<file path="src/sv/tes_pkg.sv">
`default_nettype none
// ----------------------------------------------------------------------------
// tes_pkg: shared types and constants for the text encoding sniffer
// Encoding codes, byte order mark patterns and the per-buffer scan state.
// ----------------------------------------------------------------------------
package tes_pkg;

    typedef enum logic [2:0] {
        ENC_UNKNOWN     = 3'd0,
        ENC_UNSUPPORTED = 3'd1,
        ENC_UTF8_BOM    = 3'd2,
        ENC_UTF8        = 3'd3,
        ENC_LATIN1      = 3'd4,
        ENC_ASCII       = 3'd5
    } encoding_t;

    // Leading bytes as stored: first byte in bits 7:0
    localparam logic [31:0] BOM_UTF32_LE = 32'h0000_FEFF; // FF FE 00 00
    localparam logic [31:0] BOM_UTF32_BE = 32'hFFFE_0000; // 00 00 FE FF
    localparam logic [23:0] BOM_UTF8     = 24'hBF_BBEF;   // EF BB BF
    localparam logic [15:0] BOM_UTF16_LE = 16'hFEFF;      // FF FE
    localparam logic [15:0] BOM_UTF16_BE = 16'hFFFE;      // FE FF

    localparam logic [2:0] LEAD_DEPTH = 3'd4;
    localparam logic [2:0] MIN_BYTES  = 3'd2;

    typedef struct packed {
        logic [31:0] leading_bytes;
        logic [2:0]  bytes_seen;
        logic [7:0]  prior_byte;
        logic        utf8_ok;
        logic        latin_control_seen;
        logic        high_byte_seen;
    } scan_state_t;

    localparam scan_state_t SCAN_RESET = '{
        leading_bytes:      32'h0,
        bytes_seen:         3'd0,
        prior_byte:         8'h00,
        utf8_ok:            1'b1,
        latin_control_seen: 1'b0,
        high_byte_seen:     1'b0
    };

endpackage : tes_pkg
`default_nettype wire

</file>
<file path="src/sv/tes_scan.sv">
`default_nettype none
// ----------------------------------------------------------------------------
// tes_scan: per-byte state update and encoding decision
// Folds one byte into the scan state and classifies the buffer from the
// updated state; combinational only.
// ----------------------------------------------------------------------------
module tes_scan (
    input  var tes_pkg::scan_state_t cur,
    input  var logic [7:0]           data_byte,
    output var tes_pkg::scan_state_t upd,
    output var tes_pkg::encoding_t   encoding
);
    import tes_pkg::*;

    logic bad_lead;
    logic orphan_tail;
    logic prev_tail;
    logic prev_lead;

    always_comb
    begin
        prev_tail   = cur.prior_byte inside {[8'h80:8'hBF]};
        prev_lead   = cur.prior_byte inside {[8'hC2:8'hF4]};
        bad_lead    = data_byte inside {8'h00, 8'hC0, 8'hC1, [8'hF5:8'hFF]};
        orphan_tail = (data_byte inside {[8'h80:8'hBF]}) && !prev_tail && !prev_lead;

        upd = cur;
        if (cur.bytes_seen < LEAD_DEPTH)
        begin
            upd.leading_bytes[cur.bytes_seen[1:0]*8 +: 8] = data_byte;
            upd.bytes_seen = cur.bytes_seen + 3'd1;
        end
        if (bad_lead || orphan_tail)
        begin
            upd.utf8_ok = 1'b0;
        end
        if (data_byte inside {[8'h80:8'h9F]})
        begin
            upd.latin_control_seen = 1'b1;
        end
        if (data_byte[7])
        begin
            upd.high_byte_seen = 1'b1;
        end
        upd.prior_byte = data_byte;
    end

    // Too-short buffers first, then marks, then the running flags
    always_comb
    begin
        if (upd.bytes_seen < MIN_BYTES)
        begin
            encoding = ENC_UNKNOWN;
        end
        else if (upd.leading_bytes == BOM_UTF32_LE || upd.leading_bytes == BOM_UTF32_BE)
        begin
            encoding = ENC_UNSUPPORTED;
        end
        else if (upd.leading_bytes[23:0] == BOM_UTF8)
        begin
            encoding = ENC_UTF8_BOM;
        end
        else if (upd.leading_bytes[15:0] == BOM_UTF16_LE ||
                 upd.leading_bytes[15:0] == BOM_UTF16_BE)
        begin
            encoding = ENC_UNSUPPORTED;
        end
        else if (upd.utf8_ok)
        begin
            encoding = ENC_UTF8;
        end
        else if (upd.latin_control_seen)
        begin
            encoding = ENC_LATIN1;
        end
        else if (!upd.high_byte_seen)
        begin
            encoding = ENC_ASCII;
        end
        else
        begin
            encoding = ENC_UNKNOWN;
        end
    end

endmodule : tes_scan
`default_nettype wire

</file>
<file path="src/sv/text_encoding_sniffer_top.sv">
`default_nettype none
// ----------------------------------------------------------------------------
// text_encoding_sniffer_top: byte order mark and UTF-8 encoding detection
// Result path: the last word of a buffer is taken into the input register, and
//   its code is then loaded into the result register once the result slot is free.
// Throughput: one word per cycle; an end word waits in the input register
//   only while the previous result is still unclaimed.
// Reset: rst_n clears the scan state to its initial values and drops both
//   valid registers; the state also returns to that value after each buffer.
// ----------------------------------------------------------------------------
module text_encoding_sniffer_top (
    input  var logic       clk,
    input  var logic       rst_n,
    input  var logic       in_valid,
    output var logic       in_ready,
    input  var logic [7:0] data_byte,
    input  var logic       last_byte,
    output var logic       out_valid,
    input  var logic       out_ready,
    output var logic [2:0] encoding
);
    import tes_pkg::*;

    logic        s1_valid_reg;
    logic        s1_valid_next;
    logic [7:0]  s1_byte_reg;
    logic        s1_last_reg;
    scan_state_t state_reg;
    scan_state_t state_next;
    scan_state_t state_upd;
    encoding_t   enc_comb;
    logic        out_valid_reg;
    logic        out_valid_next;
    encoding_t   enc_reg;
    logic        out_free;
    logic        s1_go;

    assign out_free = !out_valid_reg || out_ready;
    // A word without the end flag makes no result and never waits
    assign s1_go    = s1_valid_reg && (!s1_last_reg || out_free);
    assign in_ready = !s1_valid_reg || s1_go;

    tes_scan u_scan (
        .cur       (state_reg),
        .data_byte (s1_byte_reg),
        .upd       (state_upd),
        .encoding  (enc_comb)
    );

    always_comb
    begin
        s1_valid_next  = in_ready ? in_valid : s1_valid_reg;
        state_next     = state_reg;
        out_valid_next = out_valid_reg && !out_ready;
        if (s1_go)
        begin
            // Clear the state once a buffer closes
            state_next = s1_last_reg ? SCAN_RESET : state_upd;
            if (s1_last_reg)
            begin
                out_valid_next = 1'b1;
            end
        end
    end

    always_ff @(posedge clk or negedge rst_n)
    begin
        if (!rst_n)
        begin
            s1_valid_reg  <= 1'b0;
            out_valid_reg <= 1'b0;
            state_reg     <= SCAN_RESET;
        end
        else
        begin
            s1_valid_reg  <= s1_valid_next;
            out_valid_reg <= out_valid_next;
            state_reg     <= state_next;
        end
    end

    always_ff @(posedge clk)
    begin
        if (in_ready && in_valid)
        begin
            s1_byte_reg <= data_byte;
            s1_last_reg <= last_byte;
        end
        if (s1_go && s1_last_reg)
        begin
            enc_reg <= enc_comb;
        end
    end

    assign out_valid = out_valid_reg;
    assign encoding  = enc_reg;

    a_count_range: assert property (@(posedge clk) disable iff (!rst_n)
        state_reg.bytes_seen <= LEAD_DEPTH)
        else $error("byte count beyond saturation");

    a_latin_implies_high: assert property (@(posedge clk) disable iff (!rst_n)
        state_reg.latin_control_seen |-> state_reg.high_byte_seen)
        else $error("control byte flag without high byte flag");

    a_clear_after_last: assert property (@(posedge clk) disable iff (!rst_n)
        (s1_go && s1_last_reg) |=> (state_reg.bytes_seen == 3'd0 && state_reg.utf8_ok))
        else $error("scan state not cleared after buffer end");

    a_hold_on_stall: assert property (@(posedge clk) disable iff (!rst_n)
        (s1_valid_reg && s1_last_reg && !out_free) |=> (s1_valid_reg && $stable(s1_byte_reg)))
        else $error("end word lost while result slot busy");

    a_code_range: assert property (@(posedge clk) disable iff (!rst_n)
        out_valid_reg |-> (enc_reg <= ENC_ASCII))
        else $error("encoding code out of range");

endmodule : text_encoding_sniffer_top
`default_nettype wire

</file>
<file path="config.mk">
export PLATFORM = sky130hd
export DESIGN_NAME = text_encoding_sniffer_top
export DESIGN_NICKNAME = d
export VERILOG_FILES = /design/src/sv/tes_pkg.sv /design/src/sv/tes_scan.sv /design/src/sv/text_encoding_sniffer_top.sv
export SDC_FILE = /design/constraint.sdc
export NUM_CORES = 1
export LEC_CHECK = 0
export BUFFER_PORTS_ARGS = -buffer_cell sky130_fd_sc_hd__buf_2
export CAP_MARGIN = 20
export CORE_MARGIN = 2
export CORE_UTILIZATION = 63
export DETAILED_ROUTE_END_ITERATION = 16
export PLACE_DENSITY = 0.91
export SYNTH_ARGS = -nofsm -noshare
export SYNTH_HDL_FRONTEND = slang
export SYNTH_HIERARCHICAL = 1
export SYNTH_SLANG_ARGS = --single-unit
</file>
<file path="constraint.sdc">
create_clock -name clk -period 3.7 [get_ports clk]
set_input_delay 0 -clock clk [delete_from_list [all_inputs] [get_ports clk]]
set_output_delay 0 -clock clk [all_outputs]
set_load 0.005 [all_outputs]
</file>
==> reports/summary.json, run 1 <==
{
  "clk_pin_slew_ns": 0.07,
  "cts.htree.levels": 3,
  "largest_reg_flops": 46,
  "netlist_area_sq_um": 4400,
  "final.setup.tns_ns": 0,
  "cts_max_path_buffers": 2,
  "cp_slowest_stage_delay_ns": 0.70,
  "io_pins": 18,
  "syn_nets": 498,
  "post_layout_minimum_cycle_time_ns": 3.36,
  "worstReg2RegEnd": "encoding[0]",
  "timing.final.crit_share": 0.908,
  "floorplan.die_area_sq_um": 7670,
  "regArea_sq_um": 1560,
  "post-synth-top-count-cell": "sky130_fd_sc_hd__nand3_1",
  "grt_pass1_vias": 3680,
  "globalRouteMet1Util": 0.447,
  "final_worst_clock_skew_ns": 0.0135,
  "setup_viol": 0,
  "fillCellCount": 529,
  "grt_antenna_before_repair": 0,
  "synth_area_leader_cell": "sky130_fd_sc_hd__dfrtp_1",
  "ys_top_cells_by_count": "sky130_fd_sc_hd__nand3_1, sky130_fd_sc_hd__nand2b_1, sky130_fd_sc_hd__nand3b_1",
  "synth_ff_type": "sky130_fd_sc_hd__dfrtp_1",
  "ys_ff_latch": 60,
  "max_cap_violations": 0,
  "synth_sequential_area_ratio": 0.355,
  "cts_tree": "done",
  "detail-route-antenna-nets": 0,
  "synth.top_cell.area_share": 0.267,
  "drt_iter0_markers": 410,
  "ctsRootBufferMaster": "sky130_fd_sc_hd__clkbuf_8",
  "critPathCaptureType": "flop",
  "final-max-slew-violation-count": 0,
  "use_met3": 0.0613,
  "initial_utilization": 0.648,
  "share_of_layout_cells_above_drive_strength_1": 0.116,
  "multi_input_area_sq_um": 2480,
  "cp_max_fo": 8,
  "synth_mux_area_frac": 0.00256,
  "gr_layer_usage_met2": 0.461,
  "firstDrtPassIters": 6,
  "library_cell_appearing_most_often_on_the_critical_path": "sky130_fd_sc_hd__or4_4",
  "run_status": "complete, no violations",
  "grt-busiest-layer": "met2",
  "powerDensity_nw_per_um2": 482,
  "cts_resized": 0,
  "floorplan.core_area_sq_um": 6790,
  "worst_slew_pin_slew_ns": 1.01,
  "via_count": 3888,
  "synth_edf_count": 12,
  "path_class": "flop to flop",
  "parity_gate_share_of_the_synthesized_area_counting_xor_and_xnor_cells": 0.00597,
  "worst-endpoint-required_ns": 3.79,
  "setup.reg_to_reg.worst_slack_ns": 0.34,
  "pin_count_of_the_biggest_net_entering_global_routing": 66,
  "worst_ep_arrival_time_ns": 3.45,
  "post-dp-hpwl_microns": 7110,
  "cp-endpoint": "encoding[0]",
  "worstSkewPairLatency_ns": 0.35,
  "worst_slew_margin_rel": 0.325,
  "clkSinkCount": 60,
  "vdd_ir_drop_max_v": 0.000307,
  "detail_route.drc_violations": 0,
  "synth_adder_area_share": 0.0171,
  "antennaDiodeCount": 0,
  "worst_r2r_startpoint": "state_reg[12]",
  "wire_length_of_the_first_global_routing_pass_microns": 18700,
  "yosys-top-cells-area": "sky130_fd_sc_hd__dfrtp_1, sky130_fd_sc_hd__nand4b_1, sky130_fd_sc_hd__edfxtp_1",
  "yosys.cell_types.count": 61,
  "hp-class": "input port to flop",
  "grt_usage": 0.314,
  "hold_violations": 0,
  "holdBufCountCts": 11,
  "synth_cells": 479,
  "power.leakage_uw": 0.00190,
  "die-height_microns": 87.6,
  "route.detailed.wl_per_inst_microns": 19.5,
  "synth.avg_cell_area_sq_um": 9.19,
  "num-nets-final": 490,
  "row_count": 30,
  "crit_path_cell_trace": "inv_1, ha_1, or4b_1, nor3_1, o21ai_1, or4_4, or4_4, nand2_1, o2bb2ai_1",
  "synth_top_family_by_area": "simple AND/OR/NAND/NOR gates",
  "critical-path-slowest-cell": "sky130_fd_sc_hd__or4b_1",
  "achievable-frequency_mhz": 298,
  "place_congestion": 0.915,
  "cts-buffers-inserted": 9,
  "synth.yosys.warnings": 6,
  "number_of_vias_per_cell": 6.80,
  "postLayoutCoreUtil": 0.691,
  "launch_point_of_the_critical_path": "state_reg[12]",
  "die_width_microns": 87.6,
  "rsz0062_at_grt": "false",
  "grt.overflow.total": 0,
  "critPathLaunchType": "flop",
  "synthSimpleGateAreaFrac": 0.412,
  "r2r.worst_path.cells": 9,
  "drt_total_wl_microns": 11100,
  "io_buffers": 17,
  "compound_gate_portion_of_the_synthesized_area": 0.126,
  "cts_setup_buffers": 0,
  "synthArstFlopShare": 0.800,
  "area.growth.synth_to_final_pct": 6.59
}
-- how the worst min path moves through the flow --
stage / startpoint / to / slack [ns] / depth (start not counted)
floorplan: rst_n / out_valid / -0.30 / 0
global placement: data_byte[4] / s1_byte_reg[4] / 0.18 / 1
detailed placement: data_byte[1] / s1_byte_reg[1] / 0.18 / 1
CTS: out_ready / out_valid / 0.02 / 3
global route: out_ready / out_valid / 0.06 / 3
finish: out_ready / out_valid / 0.02 / 3
-- power by group --
part	switching [uW]	leakage (uW)	total [uW]	internal, uW
sequential	121	0.000762	876	756
combinational	435	0.00103	723	288
clock	285	0.000107	661	377
-- cells by family (layout without fill, tap and decap cells) --
kind of cell    count (synthesis)  in the layout
flops                          60             60
buf+inv                        64             61
mux                             1              1
simple gates                  278            278
fa+ha+maj                       6              6
compound gates                 67             67
xor+xnor                        3              3
-- cell usage in the layout (no fill, tap or decap), types with 4 or more instances in the layout --
cell / count
sky130_fd_sc_hd__a22o_1: 20
sky130_fd_sc_hd__a32o_1: 6
sky130_fd_sc_hd__buf_2: 17
sky130_fd_sc_hd__buf_4: 6
sky130_fd_sc_hd__clkbuf_8: 9
sky130_fd_sc_hd__dfrtp_1: 46
sky130_fd_sc_hd__dlygate4sd3_1: 11
sky130_fd_sc_hd__edfxtp_1: 12
sky130_fd_sc_hd__ha_1: 6
sky130_fd_sc_hd__inv_1: 9
sky130_fd_sc_hd__nand2_1: 19
sky130_fd_sc_hd__nand2b_1: 51
sky130_fd_sc_hd__nand3_1: 54
sky130_fd_sc_hd__nand3b_1: 48
sky130_fd_sc_hd__nand4_1: 5
sky130_fd_sc_hd__nand4b_1: 47
sky130_fd_sc_hd__nor2_1: 14
sky130_fd_sc_hd__nor2b_1: 4
sky130_fd_sc_hd__nor3_1: 5
sky130_fd_sc_hd__nor4_1: 7
sky130_fd_sc_hd__o21a_1: 4
sky130_fd_sc_hd__o21ai_0: 6
-- per-stage QoR --
| stage | total power [uW] | cells | hold WS, ns | area [sq um] | setup WS [ns] |
|---|---|---|---|---|---|
| 5_1_grt | 2380 | 572 | 0.0555 | 4690 | 0.170 |
| 4_1_cts | 2240 | 571 | 0.0168 | 4670 | 0.365 |
| 3_5_place_dp | 1580 | 544 | 0.178 | 4350 | 0.387 |
| 3_3_place_gp | 1560 | 544 | 0.176 | 4350 | 0.475 |
| 2_1_floorplan | 1400 | 479 | -0.296 | 4400 | 0.484 |
| 6_report | 2260 | 572 | 0.0208 | 4690 | 0.342 |
-- cell type report --
cell class                 instances  share of cell area
clock inverter                     7              0.0192
clock buffer                       9              0.0264
timing repair buffer              36              0.0597
multi-input combinational        355               0.529
tap                               96              0.0256
sequential                        60               0.333
inverter                           9             0.00720
-- per-layer routing --
| layer | share of wire | routed length [microns] |
|---|---|---|
| met5 | 0 | 0 |
| met3 | 0.071 | 795 |
| met2 | 0.46 | 5110 |
| met4 | 0.027 | 300 |
| met1 | 0.44 | 4930 |
-- critical path, delay by kind of cell (launching register included) --
| kind | cells | cell delay [ns] |
|---|---|---|
| simple gates | 5 | 2.07 |
| fa+ha+maj | 1 | 0.30 |
| buf+inv | 1 | 0.11 |
| compound gates | 2 | 0.17 |
| flops | 1 | 0.45 |
Note: power is estimated with default switching activity, not from simulation.
==> run 2: changes to the inputs <==
Settings changed: CELL_PAD_IN_SITES_DETAIL_PLACEMENT set to 1, CELL_PAD_IN_SITES_GLOBAL_PLACEMENT set to 2, CORE_UTILIZATION 63 to 40, GPL_TIMING_DRIVEN set to 0, PLACE_DENSITY 0.91 to unset, PLACE_DENSITY_LB_ADDON set to 0.1.
==> run 2 against run 1 <==
Compared with the run above:
- non-clock buffer count up 47
- sequential power down 2%
- critical path depth up 1
- count of clock-buffer cells in the layout up 2
- register-to-register slack worse by 0.22 ns
- clock power up 2%
- combinational power up 13%
- cell count up 16%
- maximum frequency down 6.0%
- wire length up 32%
- die area up 55%
- cell area up 6.7%
- critical path type unchanged
- largest power group unchanged
==> reports/summary.json, run 2 (same netlist as run 1, synthesis figures left out) <==
{
  "run_status": "complete, no violations",
  "cts_max_path_buffers": {"value": 2, "change": "unchanged"},
  "critPathCaptureType": "flop",
  "largest_reg_flops": {"value": 46, "change": "unchanged"},
  "hold_violations": {"value": 0, "change": "unchanged"},
  "path_class": "flop to flop",
  "postLayoutCoreUtil": {"value": 0.464, "change": "-0.227"},
  "grt_pass1_vias": {"value": 4176, "change": "+13%"},
  "cts.htree.levels": {"value": 3, "change": "unchanged"},
  "layout.cells.most_common_list": "sky130_fd_sc_hd__nand3_1, sky130_fd_sc_hd__nand2b_1, sky130_fd_sc_hd__nand3b_1, sky130_fd_sc_hd__nand4b_1, sky130_fd_sc_hd__dfrtp_1",
  "cts-buffers-inserted": {"value": 9, "change": "unchanged"},
  "clkSinkCount": {"value": 60, "change": "unchanged"},
  "detail_route.drc_violations": {"value": 0, "change": "unchanged"},
  "io_buffers": {"value": 16, "change": "-1"},
  "library_cell_appearing_most_often_on_the_critical_path": "sky130_fd_sc_hd__or4_4",
  "grt.overflow.total": {"value": 0, "change": "unchanged"},
  "worst-endpoint-required": {"value": 3.81, "unit": "ns", "change": "+0.02 ns"},
  "setup_viol": {"value": 0, "change": "unchanged"},
  "final_worst_clock_skew": {"value": 0.0100, "unit": "ns", "change": "-0.00344 ns"},
  "number_of_buffers_and_inverters_on_the_critical_path": {"value": 2, "change": "+1"},
  "drt_total_wl": {"value": 14700, "unit": "microns", "change": "+32%"},
  "achievable-frequency": {"value": 280, "unit": "MHz", "change": "-6.0%"},
  "vdd_ir_drop_max": {"value": 0.000172, "unit": "V", "change": "-44%"},
  "critPathLaunchType": "flop",
  "floorplan.core_area": {"value": 10800, "unit": "sq um", "change": "+59%"},
  "use_met3": {"value": 0.0406, "change": "-0.0206"},
  "initial_utilization": {"value": 0.408, "change": "-0.240"},
  "final-max-slew-violation-count": {"value": 0, "change": "unchanged"},
  "die-height": {"value": 109, "unit": "microns", "change": "+24%"},
  "timing.final.crit_share": {"value": 0.966, "change": "+0.0582"},
  "io_pins": {"value": 18, "change": "unchanged"},
  "drt_iter0_markers": {"value": 245, "change": "-40%"},
  "hold_ws": {"value": 0.141, "unit": "ns", "change": "+0.120 ns"},
  "internal_power": {"value": 1450, "unit": "uW", "change": "+2.3%"},
  "rsz0062_at_grt": "false",
  "hp-class": "input port to flop",
  "via_count": {"value": 4000, "change": "+2.9%"},
  "power.leakage": {"value": 0.00203, "unit": "uW", "change": "+7.0%"},
  "critical-path-slowest-cell": "sky130_fd_sc_hd__or4b_1",
  "post-dp-hpwl": {"value": 10300, "unit": "microns", "change": "+45%"},
  "power.clock.fraction": {"value": 0.287, "change": "-0.005"},
  "number_of_vias_per_cell": {"value": 6.03, "change": "-11%"},
  "cp_slowest_stage_delay": {"value": 0.56, "unit": "ns", "change": "-0.14 ns"},
  "mostFrequentLayoutCell": "sky130_fd_sc_hd__nand3_1",
  "power_switching": {"value": 900, "unit": "uW", "change": "+7.1%"},
  "seq_power_share": {"value": 0.365, "change": "-0.023"},
  "postLayoutCellArea": {"value": 5010, "unit": "sq um", "change": "+6.7%"},
  "grt_antenna_before_repair": {"value": 0, "change": "unchanged"},
  "powerDensity": {"value": 470, "unit": "nW/um^2", "change": "-2.5%"},
  "ctsRootBufferMaster": "sky130_fd_sc_hd__clkbuf_8",
  "antennaDiodeCount": {"value": 0, "change": "unchanged"},
  "globalRouteMet1Util": {"value": 0.358, "change": "-0.0893"},
  "firstDrtPassIters": {"value": 5, "change": "-1"},
  "num-nets-final": {"value": 537, "change": "+9.6%"},
  "pin_count_of_the_biggest_net_entering_global_routing": {"value": 28, "change": "-58%"},
  "area.growth.synth_to_final_pct": 13.8,
  "route.detailed.wl_per_inst": {"value": 22.1, "unit": "microns", "change": "+14%"},
  "share_of_layout_cells_above_drive_strength_1": {"value": 0.153, "change": "+0.0374"},
  "cts_tree": "done",
  "die_width": {"value": 109, "unit": "microns", "change": "+24%"},
  "cts_setup_buffers": {"value": 0, "change": "unchanged"},
  "placedInstanceArea": {"value": 4680, "unit": "sq um", "change": "+7.6%"},
  "gr_layer_usage_met2": {"value": 0.419, "change": "-0.0422"},
  "combinationalPowerShare": {"value": 0.349, "change": "+0.029"},
  "cp_max_fo": {"value": 11, "change": "+3"},
  "worst_slew_margin_rel": {"value": 0.467, "change": "+0.142"},
  "row_count": {"value": 38, "change": "+27%"},
  "worst_ep_arrival_time": {"value": 3.69, "unit": "ns", "change": "+0.24 ns"},
  "grt_usage": {"value": 0.261, "change": "-0.0523"},
  "crit_path_cell_trace": "inv_1, ha_1, or4b_1, buf_2, nor3_1, o21ai_1, or4_4, or4_4, nand2_1, o2bb2ai_1",
  "detail-route-antenna-nets": {"value": 0, "change": "unchanged"},
  "max_cap_violations": {"value": 0, "change": "unchanged"},
  "place_congestion": {"value": 0.882, "change": "-3.7%"},
  "switching_share": {"value": 0.383, "change": "+0.0109"},
  "worst_slew_pin_slew": {"value": 0.799, "unit": "ns", "change": "-0.214 ns"},
  "floorplan.die_area": {"value": 11900, "unit": "sq um", "change": "+55%"},
  "wire_length_of_the_first_global_routing_pass": {"value": 23300, "unit": "microns", "change": "+24%"},
  "grt-busiest-layer": "met2",
  "clk_pin_slew": {"value": 0.08, "unit": "ns", "change": "about the same"},
  "post_layout_minimum_cycle_time": {"value": 3.57, "unit": "ns", "change": "+0.215 ns"},
  "largest_delay_share_family_worst_path": "simple AND/OR/NAND/NOR gates",
  "worstSkewPairLatency": {"value": 0.37, "unit": "ns", "change": "+0.02 ns"},
  "final.setup.tns": {"value": 0, "unit": "ns", "change": "unchanged"}
}
[run 2: cell types whose count changed in the layout (fill, tap and decap cells not counted), moves of 4 or more]
cell / before / now
sky130_fd_sc_hd__buf_2: 17 / 30
sky130_fd_sc_hd__buf_4: 6 / 10
sky130_fd_sc_hd__buf_6: 0 / 7
sky130_fd_sc_hd__clkbuf_1: 0 / 25
[run 2: per-layer routing]
layer,routed length [microns],vias to the layer above
met2,6960,90
met1,6880,2022
met5,0,-
li1,-,1866
met4,318,0
met3,493,22
[run 2: through the flow]
step	setup slack, ns	total power, uW	instances
floorplan	0.484	1400	479
global placement	-0.0900	1630	635
detailed placement	-0.128	1650	636
CTS	0.146	2350	663
global route	0.0269	2480	663
finish	0.127	2350	663
[run 2: path summary, 6_finish.rpt]
| check | depth (start not counted) | from | slack, ns | endpoint |
|---|---|---|---|---|
| worst max-delay path | 10 | state_reg[11] | 0.13 | encoding[0] |
| max in group asynchronous | 3 | rst_n | 2.96 | state_reg[11] |
| min in group asynchronous | 2 | rst_n | 0.17 | state_reg[0] |
| worst min-delay path | 3 | out_ready | 0.14 | state_reg[31] |
| worst min register to register | 2 | state_reg[0] | 0.53 | state_reg[0] |
| worst max register to register | 10 | state_reg[11] | 0.13 | encoding[0] |
[run 2: timing repair]
action                                  in CTS  in global routing
resized for setup                            2                  2
endpoints found under the hold margin       31                  0
endpoints found under the setup margin       3                  2
hold buffers                                11                  0
[run 2: power groups by stage]
stage	logic (uW)	clock network [uW]	registers, uW
floorplan	569	0	833
global placement	770	0	862
detailed placement	787	0	867
CTS	807	683	858
global route	894	710	872
finish	820	674	858
[run 2: final cells by class]
cell class,count,area [sq um]
flip-flops and latches,60,1560
inverters,9,33.8
plain buffers,55,325
repair buffers,28,210
fillers,1242,5790
multi-input cells,355,2490
clock inverters,5,76.3
well taps,140,175
clock buffers,11,131
[run 2: worst register-to-register path: stages (launching register included)]
cell and delay (ns):
sky130_fd_sc_hd__dfrtp_2 0.50, sky130_fd_sc_hd__inv_1 0.18, sky130_fd_sc_hd__ha_1 0.34, sky130_fd_sc_hd__or4b_1 0.56, sky130_fd_sc_hd__buf_2 0.19, sky130_fd_sc_hd__nor3_1 0.18, sky130_fd_sc_hd__o21ai_1 0.12, sky130_fd_sc_hd__or4_4 0.50
sky130_fd_sc_hd__or4_4 0.54, sky130_fd_sc_hd__nand2_1 0.12, sky130_fd_sc_hd__o2bb2ai_1 0.09
